File: src/egcd_pkg.sv
// Package for the extended gcd block: operand and coefficient widths,
// and the packed types of the command and result beats. No dependencies.
`timescale 1ns / 1ps

package egcd_pkg;

    localparam int VALUE_BITS = 31;
    localparam int COEF_BITS  = VALUE_BITS + 1;
    localparam int CNT_W      = $clog2(VALUE_BITS);

    typedef struct packed {
        logic [VALUE_BITS-1:0] first_value;
        logic [VALUE_BITS-1:0] second_value;
    } t_in;

    typedef struct packed {
        logic                        status;
        logic [VALUE_BITS-1:0]       divisor_result;
        logic signed [COEF_BITS-1:0] first_coefficient;
        logic signed [COEF_BITS-1:0] second_coefficient;
    } t_out;

    typedef struct packed {
        logic [VALUE_BITS-1:0] rem;
        logic                  qbit;
        logic [COEF_BITS-1:0]  acc_x;
        logic [COEF_BITS-1:0]  acc_y;
    } t_step;

endpackage

File: src/extended_gcd_bezout.sv
// Top level of the extended gcd block: sequencer, operand and coefficient
// registers and the result register. Depends on egcd_pkg and egcd_step.
//
// Usage. A command beat carrying two unsigned 31-bit operands is taken on a
// rising edge where start is high and busy is low. The block returns one
// result beat: gcd, Bezout coefficients s and t (32-bit two's complement,
// a*s + b*t = gcd) and a status bit that is set when both operands are zero.
// The result is shown on o_result for exactly one cycle with o_valid high;
// the receiver cannot stall it, so it must take it in that cycle.
// When the second operand is zero the result appears in the cycle after the
// command and busy stays low. Otherwise the block runs quotient rounds: each
// round passes the shared one-bit divide and multiply-accumulate unit over
// every dividend bit, then makes an update step, and the result appears in
// the cycle after the last round; a zero first operand costs a single round.
// Up to about 46 rounds occur for 31-bit operands. Busy stays high during
// the rounds, only one item is in work, and the next command may be taken in
// the cycle that shows the result.
// A synchronous reset returns the sequencer to idle and drops o_valid.
`timescale 1ns / 1ps

module extended_gcd_bezout (
    input  logic           i_clk,
    input  logic           i_rst_n,
    input  logic           start,
    output logic           busy,
    input  egcd_pkg::t_in  i_data,
    output logic           o_valid,
    output egcd_pkg::t_out o_result
);
    import egcd_pkg::*;

    localparam logic [1:0] S_IDLE = 2'd0;
    localparam logic [1:0] S_DIV  = 2'd1;
    localparam logic [1:0] S_UPD  = 2'd2;

    logic [1:0]            r_state, n_state;
    logic [CNT_W-1:0]      r_cnt, n_cnt;
    logic [VALUE_BITS-1:0] r_b, n_b, r_rem, n_rem, r_dvd, n_dvd;
    logic [COEF_BITS-1:0]  r_x1, n_x1, r_x2, n_x2, r_y1, n_y1, r_y2, n_y2;
    logic [COEF_BITS-1:0]  r_accx, n_accx, r_accy, n_accy;
    logic                  r_valid, n_valid;
    t_out                  r_out, n_out;
    t_step                 step;

    egcd_step u_step (
        .i_rem     (r_rem),
        .i_dvd_bit (r_dvd[VALUE_BITS-1]),
        .i_divisor (r_b),
        .i_acc_x   (r_accx),
        .i_acc_y   (r_accy),
        .i_x2      (r_x2),
        .i_y2      (r_y2),
        .o_step    (step)
    );

    always_comb begin
        n_state = r_state;
        n_cnt   = r_cnt;
        n_b     = r_b;
        n_rem   = r_rem;
        n_dvd   = r_dvd;
        n_x1    = r_x1;
        n_x2    = r_x2;
        n_y1    = r_y1;
        n_y2    = r_y2;
        n_accx  = r_accx;
        n_accy  = r_accy;
        n_valid = 1'b0;
        n_out   = r_out;
        case (r_state)
            S_IDLE: begin
                if (start) begin
                    if (i_data.first_value == '0 && i_data.second_value == '0) begin
                        n_valid = 1'b1;
                        n_out   = '{1'b1, '0, '0, '0};
                    end else if (i_data.second_value == '0) begin
                        n_valid = 1'b1;
                        n_out   = '{1'b0, i_data.first_value, COEF_BITS'(1), '0};
                    end else begin
                        n_b     = i_data.second_value;
                        n_dvd   = i_data.first_value;
                        n_rem   = '0;
                        n_cnt   = '0;
                        n_accx  = '0;
                        n_accy  = '0;
                        n_x1    = COEF_BITS'(1);
                        n_x2    = '0;
                        n_y1    = '0;
                        n_y2    = COEF_BITS'(1);
                        n_state = S_DIV;
                    end
                end
            end
            S_DIV: begin
                n_rem  = step.rem;
                n_dvd  = {r_dvd[VALUE_BITS-2:0], 1'b0};
                n_accx = step.acc_x;
                n_accy = step.acc_y;
                n_cnt  = r_cnt + 1'b1;
                if (r_cnt == CNT_W'(VALUE_BITS - 1)) begin
                    n_state = S_UPD;
                end
            end
            S_UPD: begin
                n_b  = r_rem;
                n_x1 = r_x2;
                n_x2 = r_x1 - r_accx;
                n_y1 = r_y2;
                n_y2 = r_y1 - r_accy;
                if (r_rem == '0) begin
                    n_valid = 1'b1;
                    n_out   = '{1'b0, r_b, r_x2, r_y2};
                    n_state = S_IDLE;
                end else begin
                    n_dvd   = r_b;
                    n_rem   = '0;
                    n_cnt   = '0;
                    n_accx  = '0;
                    n_accy  = '0;
                    n_state = S_DIV;
                end
            end
            default: begin
                n_state = S_IDLE;
            end
        endcase
    end

    always_ff @(posedge i_clk) begin
        if (!i_rst_n) begin
            r_state <= S_IDLE;
            r_valid <= 1'b0;
        end else begin
            r_state <= n_state;
            r_valid <= n_valid;
        end
        r_cnt  <= n_cnt;
        r_b    <= n_b;
        r_rem  <= n_rem;
        r_dvd  <= n_dvd;
        r_x1   <= n_x1;
        r_x2   <= n_x2;
        r_y1   <= n_y1;
        r_y2   <= n_y2;
        r_accx <= n_accx;
        r_accy <= n_accy;
        r_out  <= n_out;
    end

    assign busy     = (r_state != S_IDLE);
    assign o_valid  = r_valid;
    assign o_result = r_out;

    a_valid_idle: assert property (@(posedge i_clk) disable iff (!i_rst_n)
        o_valid |-> !busy)
        else $error("Result beat shown while the sequencer is busy.");

    a_fell_valid: assert property (@(posedge i_clk) disable iff (!i_rst_n)
        $fell(busy) |-> o_valid)
        else $error("Sequencer finished without a result beat.");

    a_zero_args: assert property (@(posedge i_clk) disable iff (!i_rst_n)
        (start && !busy && i_data.first_value == '0 && i_data.second_value == '0)
        |=> (o_valid && o_result.status))
        else $error("Both-zero command did not report the error status.");

    a_gcd_nonzero: assert property (@(posedge i_clk) disable iff (!i_rst_n)
        (o_valid && !o_result.status) |-> (o_result.divisor_result != '0))
        else $error("Successful result carries a zero gcd.");

endmodule

File: src/egcd_step.sv
// Shared arithmetic unit: one restoring division step that also folds the
// quotient bit into the products q*x2 and q*y2. Depends on egcd_pkg.
`timescale 1ns / 1ps

module egcd_step (
    input  logic [egcd_pkg::VALUE_BITS-1:0] i_rem,
    input  logic                            i_dvd_bit,
    input  logic [egcd_pkg::VALUE_BITS-1:0] i_divisor,
    input  logic [egcd_pkg::COEF_BITS-1:0]  i_acc_x,
    input  logic [egcd_pkg::COEF_BITS-1:0]  i_acc_y,
    input  logic [egcd_pkg::COEF_BITS-1:0]  i_x2,
    input  logic [egcd_pkg::COEF_BITS-1:0]  i_y2,
    output egcd_pkg::t_step                 o_step
);
    import egcd_pkg::*;

    logic [VALUE_BITS:0]   shifted;
    logic [VALUE_BITS+1:0] trial;
    logic                  fits;

    always_comb begin
        shifted = {i_rem, i_dvd_bit};
        trial   = {1'b0, shifted} - {2'b00, i_divisor};
        fits    = ~trial[VALUE_BITS+1];
        o_step.qbit  = fits;
        o_step.rem   = fits ? trial[VALUE_BITS-1:0] : shifted[VALUE_BITS-1:0];
        o_step.acc_x = {i_acc_x[COEF_BITS-2:0], 1'b0} + (fits ? i_x2 : '0);
        o_step.acc_y = {i_acc_y[COEF_BITS-2:0], 1'b0} + (fits ? i_y2 : '0);
    end

endmodule
File: config.mk
export PLATFORM = sky130hd
export DESIGN_NAME = extended_gcd_bezout
export DESIGN_NICKNAME = d
export VERILOG_FILES = /design/src/egcd_pkg.sv /design/src/extended_gcd_bezout.sv /design/src/egcd_step.sv
export SDC_FILE = /design/constraint.sdc
export NUM_CORES = 1
export LEC_CHECK = 0
export BUFFER_PORTS_ARGS = -buffer_cell sky130_fd_sc_hd__buf_4
export CAP_MARGIN = 5
export CORE_ASPECT_RATIO = 0.8
export CORE_UTILIZATION = 50
export CTS_CLUSTER_SIZE = 8
export DETAILED_ROUTE_END_ITERATION = 7
export PLACE_DENSITY = 0.75
export SKIP_CTS_REPAIR_TIMING = 1
export SLEW_MARGIN = 20
export SYNTH_ARGS = -nofsm -noshare
export SYNTH_HDL_FRONTEND = slang
export SYNTH_SLANG_ARGS = --single-unit
File: constraint.sdc
create_clock -name i_clk -period 28.9 [get_ports i_clk]
set_input_delay 1.445 -clock i_clk [delete_from_list [all_inputs] [get_ports i_clk]]
set_output_delay 1.445 -clock i_clk [all_outputs]
set_load 0.02 [all_outputs]
* After elaboration in Yosys (flattened, before gate mapping) *
Index checks and enable logic that the tools add are counted.

cells by class
  add/sub/neg operators = 6
  equal/unequal tests = 10
  mux-type cells = 51
  reduce and logical (&&, ||, !) cells = 12

operators with widths
  operator             number
  $mux 96              4
  $mux 31              12
  $mux 32              9
  $pmux 32 s2          4
  $pmux 32 s3          2
  $pmux 96 s2          1
  $pmux 31 s3          2
  $logic_not 31->1     3
  $add 32x32->32       2
  $sub 32x32->32       2
  $pmux 31 s2          1
  $sub 32x31->33       1
  $mux 5               4
  $pmux 5 s3           1
  $ne 2x2->1 const B   6
  $reduce_and 4->1     3
  $mux 2               4
  $pmux 2 s3           1
  $add 5x1->5 const B  1
  $eq 5x5->1 const B   1
  $mux 1               5
  $reduce_and 5->1     1
  $reduce_bool 2->1    2
  $ne 3x3->1 const B   1
  other kinds (6)      6

word-level totals
  bits in registers = 389
  input port bits = 65
  output and inout bits = 98
  logic and storage cells = 95

* Logic depth before layout (Yosys ltp) *
Gate-level depths: netlist of run 1.

  depth in word-level cells = 5
  mapped depth = 25
  gate-level depth less buffers = 23

* By module *
Synthesis of run 1 repeated with hierarchy kept, for this count alone.

second synthesis, totals
  cell total of the unflattened synthesis = 2221
  area total of the unflattened synthesis = 23638.9 um^2

by module, submodules not included
  module               times used  cells each  area an instance (um^2)  sequential area each (um^2)
  extended_gcd_bezout  1           1425        18306.3                  11651.2
  egcd_step            1           796         5332.6                   0.0

* Worst setup path before layout of run 1 *
Ideal clock, no wire load.

  path kind = input to register
  start = input i_data[18] (netlist name)
  end = register r_accx[0], enable pin
  library setup time = 0.781 ns
  arrival time = 10.706 ns
  data required time = 28.119 ns
  path slack = 17.412 ns
  stages = 7
  path buffers = 0
  cell sequence = nor4_1 -> nand4_1 -> nand4b_1 -> nand2_1 -> nand2_1 -> inv_1 -> nor3_1

between the ends
  cells in the longest elaborated chain, start to end = 4
  elaborated cells on any way between the ends = 5
  those cells by class = 2 x eq/ne; 3 x reduce/logical

ends and longest elaborated chain
  item                                 RTL line                                              RTL
  start: declaration                   extended_gcd_bezout.sv:26                             input egcd_pkg::t_in i_data,
  $logic_not 31->1 *                   extended_gcd_bezout.sv:73, extended_gcd_bezout.sv:76
  $logic_and 1x1->1                    extended_gcd_bezout.sv:73                             if (i_data.first_value == '0 && i_data.second_value == '0) begin
  $ne 2x2->1 (no source line)          n/a
  $reduce_and 5->1 (no source line) *  n/a
  end signal: assignment               extended_gcd_bezout.sv:145                            r_accx <= n_accx;
  end: declaration                     extended_gcd_bezout.sv:40                             logic [COEF_BITS-1:0] r_accx, n_accx, r_accy, n_accy;

Mark *: on every way between the ends. The rest lies on a longest branch, timed or not.
A chain may end at the register's enable or synchronous reset.

* Worst setup path in the final report of run 1 *
  start = register r_b[0]
  end = register r_accx[28] (data pin)

between the ends
  cells in the longest elaborated chain, start to end = 4

ends and longest elaborated chain
  item                      RTL line                    RTL
  start: declaration        extended_gcd_bezout.sv:38   logic [VALUE_BITS-1:0] r_b, n_b, r_rem, n_rem, r_dvd, n_dvd;
  start signal: assignment  extended_gcd_bezout.sv:138  r_b <= n_b;
  $sub 32x31->33            egcd_step.sv:23             trial = {1'b0, shifted} - {2'b00, i_divisor};
  $mux 32                   egcd_step.sv:27             o_step.acc_x = {i_acc_x[COEF_BITS-2:0], 1'b0} + (fits ? i_x2 : '0);
  $add 32x32->32            egcd_step.sv:27
  $pmux 32 s3               extended_gcd_bezout.sv:70   case (r_state)

No other way between the ends.

==> results of run 1 <==
==> per-stage QoR <==
stage | power (mW) | worst slack [ps] | utilization, %
after floorplan | 2.519 | 17410 | -
after global placement | 2.849 | 22330 | 54.62
after detailed placement | 2.899 | 22170 | 54.62
after CTS | 3.502 | 22130 | 57.90
after global routing | 3.769 | 21690 | 57.92
final | 3.511 | 22140 | 57.92
==> cell usage after synthesis, types with 6 or more instances <==
cell      instances
nand3_1          25
o31ai_1          15
inv_1           133
mux2_2           31
a21o_1           76
o21bai_1         11
o211a_1           6
xor2_1           52
nor2b_1          47
ha_1            160
nor3_1           21
nand4_1          19
nor2_1          143
nand2_1         122
a22oi_1          31
and3_1           18
clkbuf_1         57
o22ai_1           6
a211oi_1         16
o21a_1           17
nand2b_1         25
nor4_1           28
o21ai_0         109
or3_1             9
xnor2_1          74
edfxtp_1        386
o211ai_1          7
a21oi_1         153
a31oi_1          19
nor3b_1           8
clkbuf_2          6
mux2i_1          23
and2_1          186
==> cell families after synthesis <==
group	after synthesis
AO/OA/AOI/OAI	519
buffers and inverters	207
adder cells (fa/ha/maj)	165
XOR/XNOR	126
multiplexers	54
AND/OR/NAND/NOR	665
flip-flops	389
==> report_power, final <==
group / switching [mW] / internal, mW
Sequential: 0.126 / 0.931
Clock: 0.236 / 0.344
Combinational: 1.12 / 0.755
==> flip-flops by register name, indices dropped and copies added (netlist names) <==
register  count
o_result     96
r_accx       32
r_accy       32
r_x1         32
r_x2         32
r_y1         32
r_y2         32
r_b          31
r_dvd        31
r_rem        31
r_cnt         5
r_state       2
o_valid       1
==> final cells by class <==
class	instances	area [um^2]
Clock buffer	78	1463
Clock inverter	2	32.53
Fill cell	3767	19200
Inverter	134	503.0
Multi-Input combinational cell	1529	10720
Sequential cell	389	11650
Tap cell	612	765.7
Timing Repair Buffer	172	1291
==> placed cells by master, fill, tap and decap left out, drive strengths merged, types with 78 or more instances in the layout <==
cell type    n
edfxtp     386
and2       186
buf        172
ha         160
a21oi      153
nor2       143
inv        134
nand2      122
o21ai      114
clkbuf      78
==> worst max-delay path by stage <==
stage	startpoint	to	slack, ps	depth (start not counted)
after global routing	r_b[0]$_DFFE_PP_	r_accx[28]$_SDFFCE_PP0P_	21690	22
after detailed placement	r_b[0]$_DFFE_PP_	r_accx[28]$_SDFFCE_PP0P_	22170	22
after floorplan	i_data[18]	r_accx[0]$_SDFFCE_PP0P_	17410	7
final	r_b[0]$_DFFE_PP_	r_accx[28]$_SDFFCE_PP0P_	22140	22
after CTS	r_b[0]$_DFFE_PP_	r_accx[28]$_SDFFCE_PP0P_	22130	22
after global placement	r_b[0]$_DFFE_PP_	r_accx[28]$_SDFFCE_PP0P_	22330	22
==> worst register-to-register path, delay by kind of cell, from the launching register on <==
kind,cells,cell delay (ps)
AOI/OAI and AO/OA,12,3320
adders and majority gates,3,970
buffers and inverters,1,840
and+or+nand+nor,5,830
DFF,1,420
xor gates and xnor gates,1,140
==> layer usage <==
| layer | global-route usage [%] | vias up | routed length [um] |
|---|---|---|---|
| li1 | - | 8060 | - |
| met1 | 33.73 | 8162 | 25840 |
| met2 | 36.99 | 589 | 24970 |
| met3 | 4.239 | 97 | 3640 |
| met4 | 6.306 | 2 | 1119 |
| met5 | 0 | - | 13 |
==> results.md, run 1 <==
- Outcome: complete, but fails checks
- Failing checks: design-rule violations
- Actual slew at the worst max-slew pin: 1063 ps
- Total I/O pin count: 163
- Slowest stage delay, CP: 830 ps
- Maximum buffer depth of the clock tree: 3
- CP Capture Type: flop
- Reg2reg start: r_b[0]$_DFFE_PP_
- FF+latch count, synth: 389
- # Max-Cap Violations: 0
- R2R cell count: 22
- Final Hold Viols: 0
- Post-synthesis mux area share: 2.505%
- Clock root buffer master: clkbuf_16
- Leakage: 11.04 nW
- Hold depth: 2
- Fin crit share: 23.39%
- Top FF cell, synth: edfxtp_1
- Critical hold path startpoint: r_x2[0]$_SDFFCE_PN0P_
- Synth top area share: 50.12%
- Synthesized area: 23,120 um^2
- Post-synth EDFFs: 386
- Worst-skew pair later-pin latency: 610 ps
- CTS tree: yes
- Seq/Total Area, Yosys: 50.38%
- Critical Path RT: 29,250 ps
- Xor-xnor portion of the synthesized cell area: 4.772%
- Slew Viols, Final: 0
- WHS: 563.5 ps
- Crit path DAT: 7110 ps
- Fraction of layout cells with a size suffix above 1: 12.54%
- Iteration-0 DRC Markers: 1,319
- Slew headroom: 28.51%
- Worst R2R Setup Slack: 22,140 ps
- Hold WC Path Type: reg2reg
- Peak supply drop: 0.06731 mV
- Die H: 194.4 um
- GRT overflow: 0
- Clock transition at path regs: 50 ps
- Yosys warns: 0
- Antenna Nets Post-Route: 0
- Largest family of logic cells by synthesized area: simple AND/OR/NAND/NOR gates
- Fin cells: 2,916
- Critical path class: reg2reg
- PwrDens: 132.9 nW/um^2
- Syn avg cell area: 10.88 um^2
- Diode count: 0
- Inst Count DP: 2,836
- TNS Setup: 0 ps
- Synth area leader: edfxtp_1
- Die area: 47,120 um^2
- Async SR Flop Fraction: 0%
- GRT Total Usage: 23.61%
- F_max: 147.9 MHz
- Simple logic cell fraction of the synthesized area: 15.06%
- Final nets: 2,510
- Synth Area in Compound Gates: 14.65%
- Net count after synthesis: 2,355
- Gp weighted congestion: 0.9442
- H-tree Lvls: 2
- RSZ-0062 raised after global routing: false
- Syn Inst Count: 2,125
- Area Growth Syn to Fin: 14.29%
- Largest net degree at the start of global routing: 93
- Die width: 242.4 um
- Vias in the first global route: 16,840
- Row count: 70
- Clk sinks: 389
- Core area: 45,630 um^2
- First-pass GRT wire length: 89,380 um
- Antenna violations before repair: 1
- Final setup skew: 21.78 ps
- Crit path buf inv count: 1
- Slowest CP cell: buf_4
- Area post-placement: 24,930 um^2
- Worst-path fanout max: 79
- WL/cell: 19.06 um
- Synth area leaders: edfxtp_1 50%, ha_1 8.7%, and2_1 5.0%
- Crit path cell chain: ha_1 -> fa_1 -> nand2b_1 -> a21oi_1 -> o21ai_1 -> a31oi_2 -> o31ai_2 -> o31a_4 -> o211ai_4 -> buf_4 -> and2_1 -> ha_1 -> a21o_1 -> a211oi_1 -> nor2_1 -> o41ai_1 -> a31oi_2 -> o21bai_2 -> nand3_1 -> a31o_1 -> xor2_1 -> and2_1
- Initial Util: 50.68%
- Worst r2r dst: r_accx[28]$_SDFFCE_PP0P_
- Type of origin of the critical path: flop
- DR vias/cell: 5.799
- Min Tclk post-route: 6761 ps
- Setup violators final: 0
- Crit-path leading delay family: compound AO/OA/AOI/OAI gates
- DRC Markers: 1
- Synth Area in Adders: 9.090%
- Finished Cell Area: 26,430 um^2
- Hold Path End: r_x1[0]$_SDFFCE_PN1P_
- Num CTS Buffers: 54
- # port buffers: 162
- Vias: 16,910
- Drt total wl: 55,590 um
- HPWL after detailed placement: 38,190 um
- Drt pass-1 iters: 7
- Yosys cell types: 82
(Power assumes the default switching activity.)
==> run 2, diff against run 1 <==
--- a/config.mk
+++ b/config.mk
@@ -11,7 +11,7 @@
 export CORE_UTILIZATION = 50
 export CTS_CLUSTER_SIZE = 8
 export DETAILED_ROUTE_END_ITERATION = 7
-export PLACE_DENSITY = 0.75
+export PLACE_DENSITY = 0.78
 export SKIP_CTS_REPAIR_TIMING = 1
 export SLEW_MARGIN = 20
 export SYNTH_ARGS = -nofsm -noshare
==> constraint.sdc (replaced) <==
create_clock -name i_clk -period 5.5 [get_ports i_clk]
set_input_delay 0.275 -clock i_clk [delete_from_list [all_inputs] [get_ports i_clk]]
set_output_delay 0.275 -clock i_clk [all_outputs]
set_load 0.02 [all_outputs]
==> results.md, run 2 (synthesis results as in run 1) <==
- Commonest non-fill, non-tap cell in the layout: edfxtp_1
- Gp weighted congestion: 0.9737 (+3.1%)
- Min Tclk post-route: 5335 ps (-1426 ps)
- Leakage: 11.20 nW (+1.5%)
- Die area: 47,120 um^2 (unchanged)
- Outcome: complete, but fails checks
- Clk sinks: 389 (unchanged)
- Slew headroom: 27.38% (-1.1 points)
- Num CTS Buffers: 54 (unchanged)
- Hold depth: 3 (+1)
- F_max: 187.4 MHz (+27%)
- Worst r2r dst: r_accx[28]$_SDFFCE_PP0P_
- Core area: 45,630 um^2 (unchanged)
- Antenna violations before repair: 0 (-1)
- Layout fillers: 3,634 (-3.5%)
- Die H: 194.4 um (unchanged)
- Antenna Nets Post-Route: 0 (unchanged)
- HPWL after detailed placement: 38,330 um (+0.37%)
- Worst setup margin: 165.1 ps (-21,970 ps)
- GRT overflow: 0 (unchanged)
- Critical Path RT: 5840 ps (-23,410 ps)
- WHS: -16.77 ps (-580.3 ps)
- First-pass GRT wire length: 87,870 um (-1.7%)
- WL/cell: 18.84 um (-1.1%)
- Worst R2R Setup Slack: 170 ps (-21,970 ps)
- Hold Path End: o_result[82]$_DFFE_PP_
- Row count: 70 (unchanged)
- Clock transition at path regs: 50 ps (about the same)
- Critical path class: reg2reg
- Critical hold path startpoint: i_data[49]
- # Max-Cap Violations: 0 (unchanged)
- Reg2reg start: r_b[0]$_DFFE_PP_
- Worst-skew pair later-pin latency: 590 ps (-20 ps)
- Total I/O pin count: 163 (unchanged)
- Commonest non-fill, non-tap cells in the layout: 386 x edfxtp_1, 191 x buf_4, 185 x and2_1
- Die width: 242.4 um (unchanged)
- Fraction of layout cells with a size suffix above 1: 13.85% (+1.3 points)
- Diode count: 0 (unchanged)
- Slowest stage delay, CP: 430 ps (-400 ps)
- CP Capture Type: flop
- Crit path DAT: 5670 ps (-1440 ps)
- PwrDens: 697.6 nW/um^2 (+430%)
- Final Hold Viols: 2 (+2)
- Fin crit share: 97.00% (+74 points)
- Vias: 17,060 (+0.90%)
- DR vias/cell: 5.809 (+0.18%)
- Clock root buffer master: clkbuf_16
- Drt total wl: 55,350 um (-0.43%)
- Slowest CP cell: a2111o_1
- Final nets: 2,540 (+1.2%)
- Initial Util: 50.68% (unchanged)
- R2R cell count: 21 (-4.5%)
- Worst-path fanout max: 8 (-90%)
- Vias in the first global route: 16,520 (-1.9%)
- Slew Viols, Final: 0 (unchanged)
- Actual slew at the worst max-slew pin: 1089 ps (+26.81 ps)
- Total power: 18.68 mW (+430%)
- Type of origin of the critical path: flop
- Final setup skew: 19.09 ps (-2.693 ps)
- Largest net degree at the start of global routing: 103 (+11%)
- Hold WC Path Type: in2reg
- GRT Total Usage: 23.18% (-0.42 points)
- Storage cell area: 11,650 um^2 (unchanged)
- # port buffers: 162 (unchanged)
- Crit path cell chain: ha_2 -> fa_2 -> nand2b_1 -> a21oi_2 -> o21ai_1 -> a31oi_2 -> o31ai_4 -> o31a_4 -> o211ai_4 -> and2_4 -> ha_1 -> a21o_1 -> a2111o_1 -> a221oi_2 -> a21o_1 -> a31oi_4 -> o21bai_4 -> nand3_1 -> a31o_1 -> xor2_1 -> and2_1
- Failing checks: negative hold slack
- Setup violators final: 0 (unchanged)
- Peak supply drop: 0.3869 mV (+470%)
- Iteration-0 DRC Markers: 1,355 (+2.7%)
- Drt pass-1 iters: 7 (unchanged)
- Area Growth Syn to Fin: 15.78%
- Setup slack after placement: -35.32 ps (-22,210 ps)
- Multi-input logic area: 10,810 um^2 (+0.84%)
- CTS tree: yes
- DRC Markers: 0 (-1)
- Maximum buffer depth of the clock tree: 3 (unchanged)
- CP dominant cell by count: a21o_1
- H-tree Lvls: 2 (unchanged)
- Max FFs per register: 96 (unchanged)
## run 2: cell count changes in the layout (fill, tap and decap cells not counted), sizes merged
| cell | change |
|---|---|
| buf | +22 |
| clkbuf | -7 |
| clkinv | -2 |
| dlygate4sd3 | +8 |
## run 2: per-stage QoR
stage / utilization (%) / cells / setup TNS [ps] / cell area, um^2
3_3_place_gp: 54.91 / 2853 / 0 / 25050
3_5_place_dp: 54.91 / 2853 / -84.94 / 25050
2_1_floorplan: - / 2125 / 0 / 23150
4_1_cts: 58.15 / 2924 / -216.8 / 26530
6_report: 58.67 / 2937 / 0 / 26770
5_1_grt: 58.67 / 2937 / -89.95 / 26770
## run 2: cell type report
type	instances	area share, %
repair buffers	202	5.828
multi-input cells	1529	40.39
flip-flops and latches	389	43.52
inverters	134	1.879
clock buffers	71	5.524
well taps	612	2.860
## run 2: critical path: cells and delay by family (launching register included)
kind                     cells  cell delay [ps]
XOR/XNOR                     1              140
flip-flops                   1              420
adder cells (fa/ha/maj)      3              790
AO/OA/AOI/OAI               13             3100
AND/OR/NAND/NOR              4              630
## run 2: layer usage
layer	up-vias	routed length, um	track usage (%)
met4	0	1564	7.642
li1	8117	-	-
met3	110	3844	3.866
met5	-	0	0
met2	643	24760	35.92
met1	8192	25180	33.11
## run 2: worst max-delay path by stage
| stage | startpoint | to | slack (ps) |
|---|---|---|---|
| after floorplan | r_b[0]$_DFFE_PP_ | r_accx[28]$_SDFFCE_PP0P_ | 340 |
| after global placement | r_b[0]$_DFFE_PP_ | r_accx[31]$_SDFFCE_PP0P_ | 110 |
| after detailed placement | r_b[0]$_DFFE_PP_ | r_accx[31]$_SDFFCE_PP0P_ | -40 |
| after CTS | r_b[0]$_DFFE_PP_ | r_accy[25]$_SDFFCE_PP0P_ | -80 |
| after global routing | r_b[0]$_DFFE_PP_ | r_accx[31]$_SDFFCE_PP0P_ | -40 |
| final | r_b[0]$_DFFE_PP_ | r_accx[28]$_SDFFCE_PP0P_ | 170 |
## run 2: where the power goes
group	switching [mW]	internal (mW)
Combinational	5.95	4.13
Clock	1.19	1.83
Sequential	0.682	4.89
Total	7.83	10.9
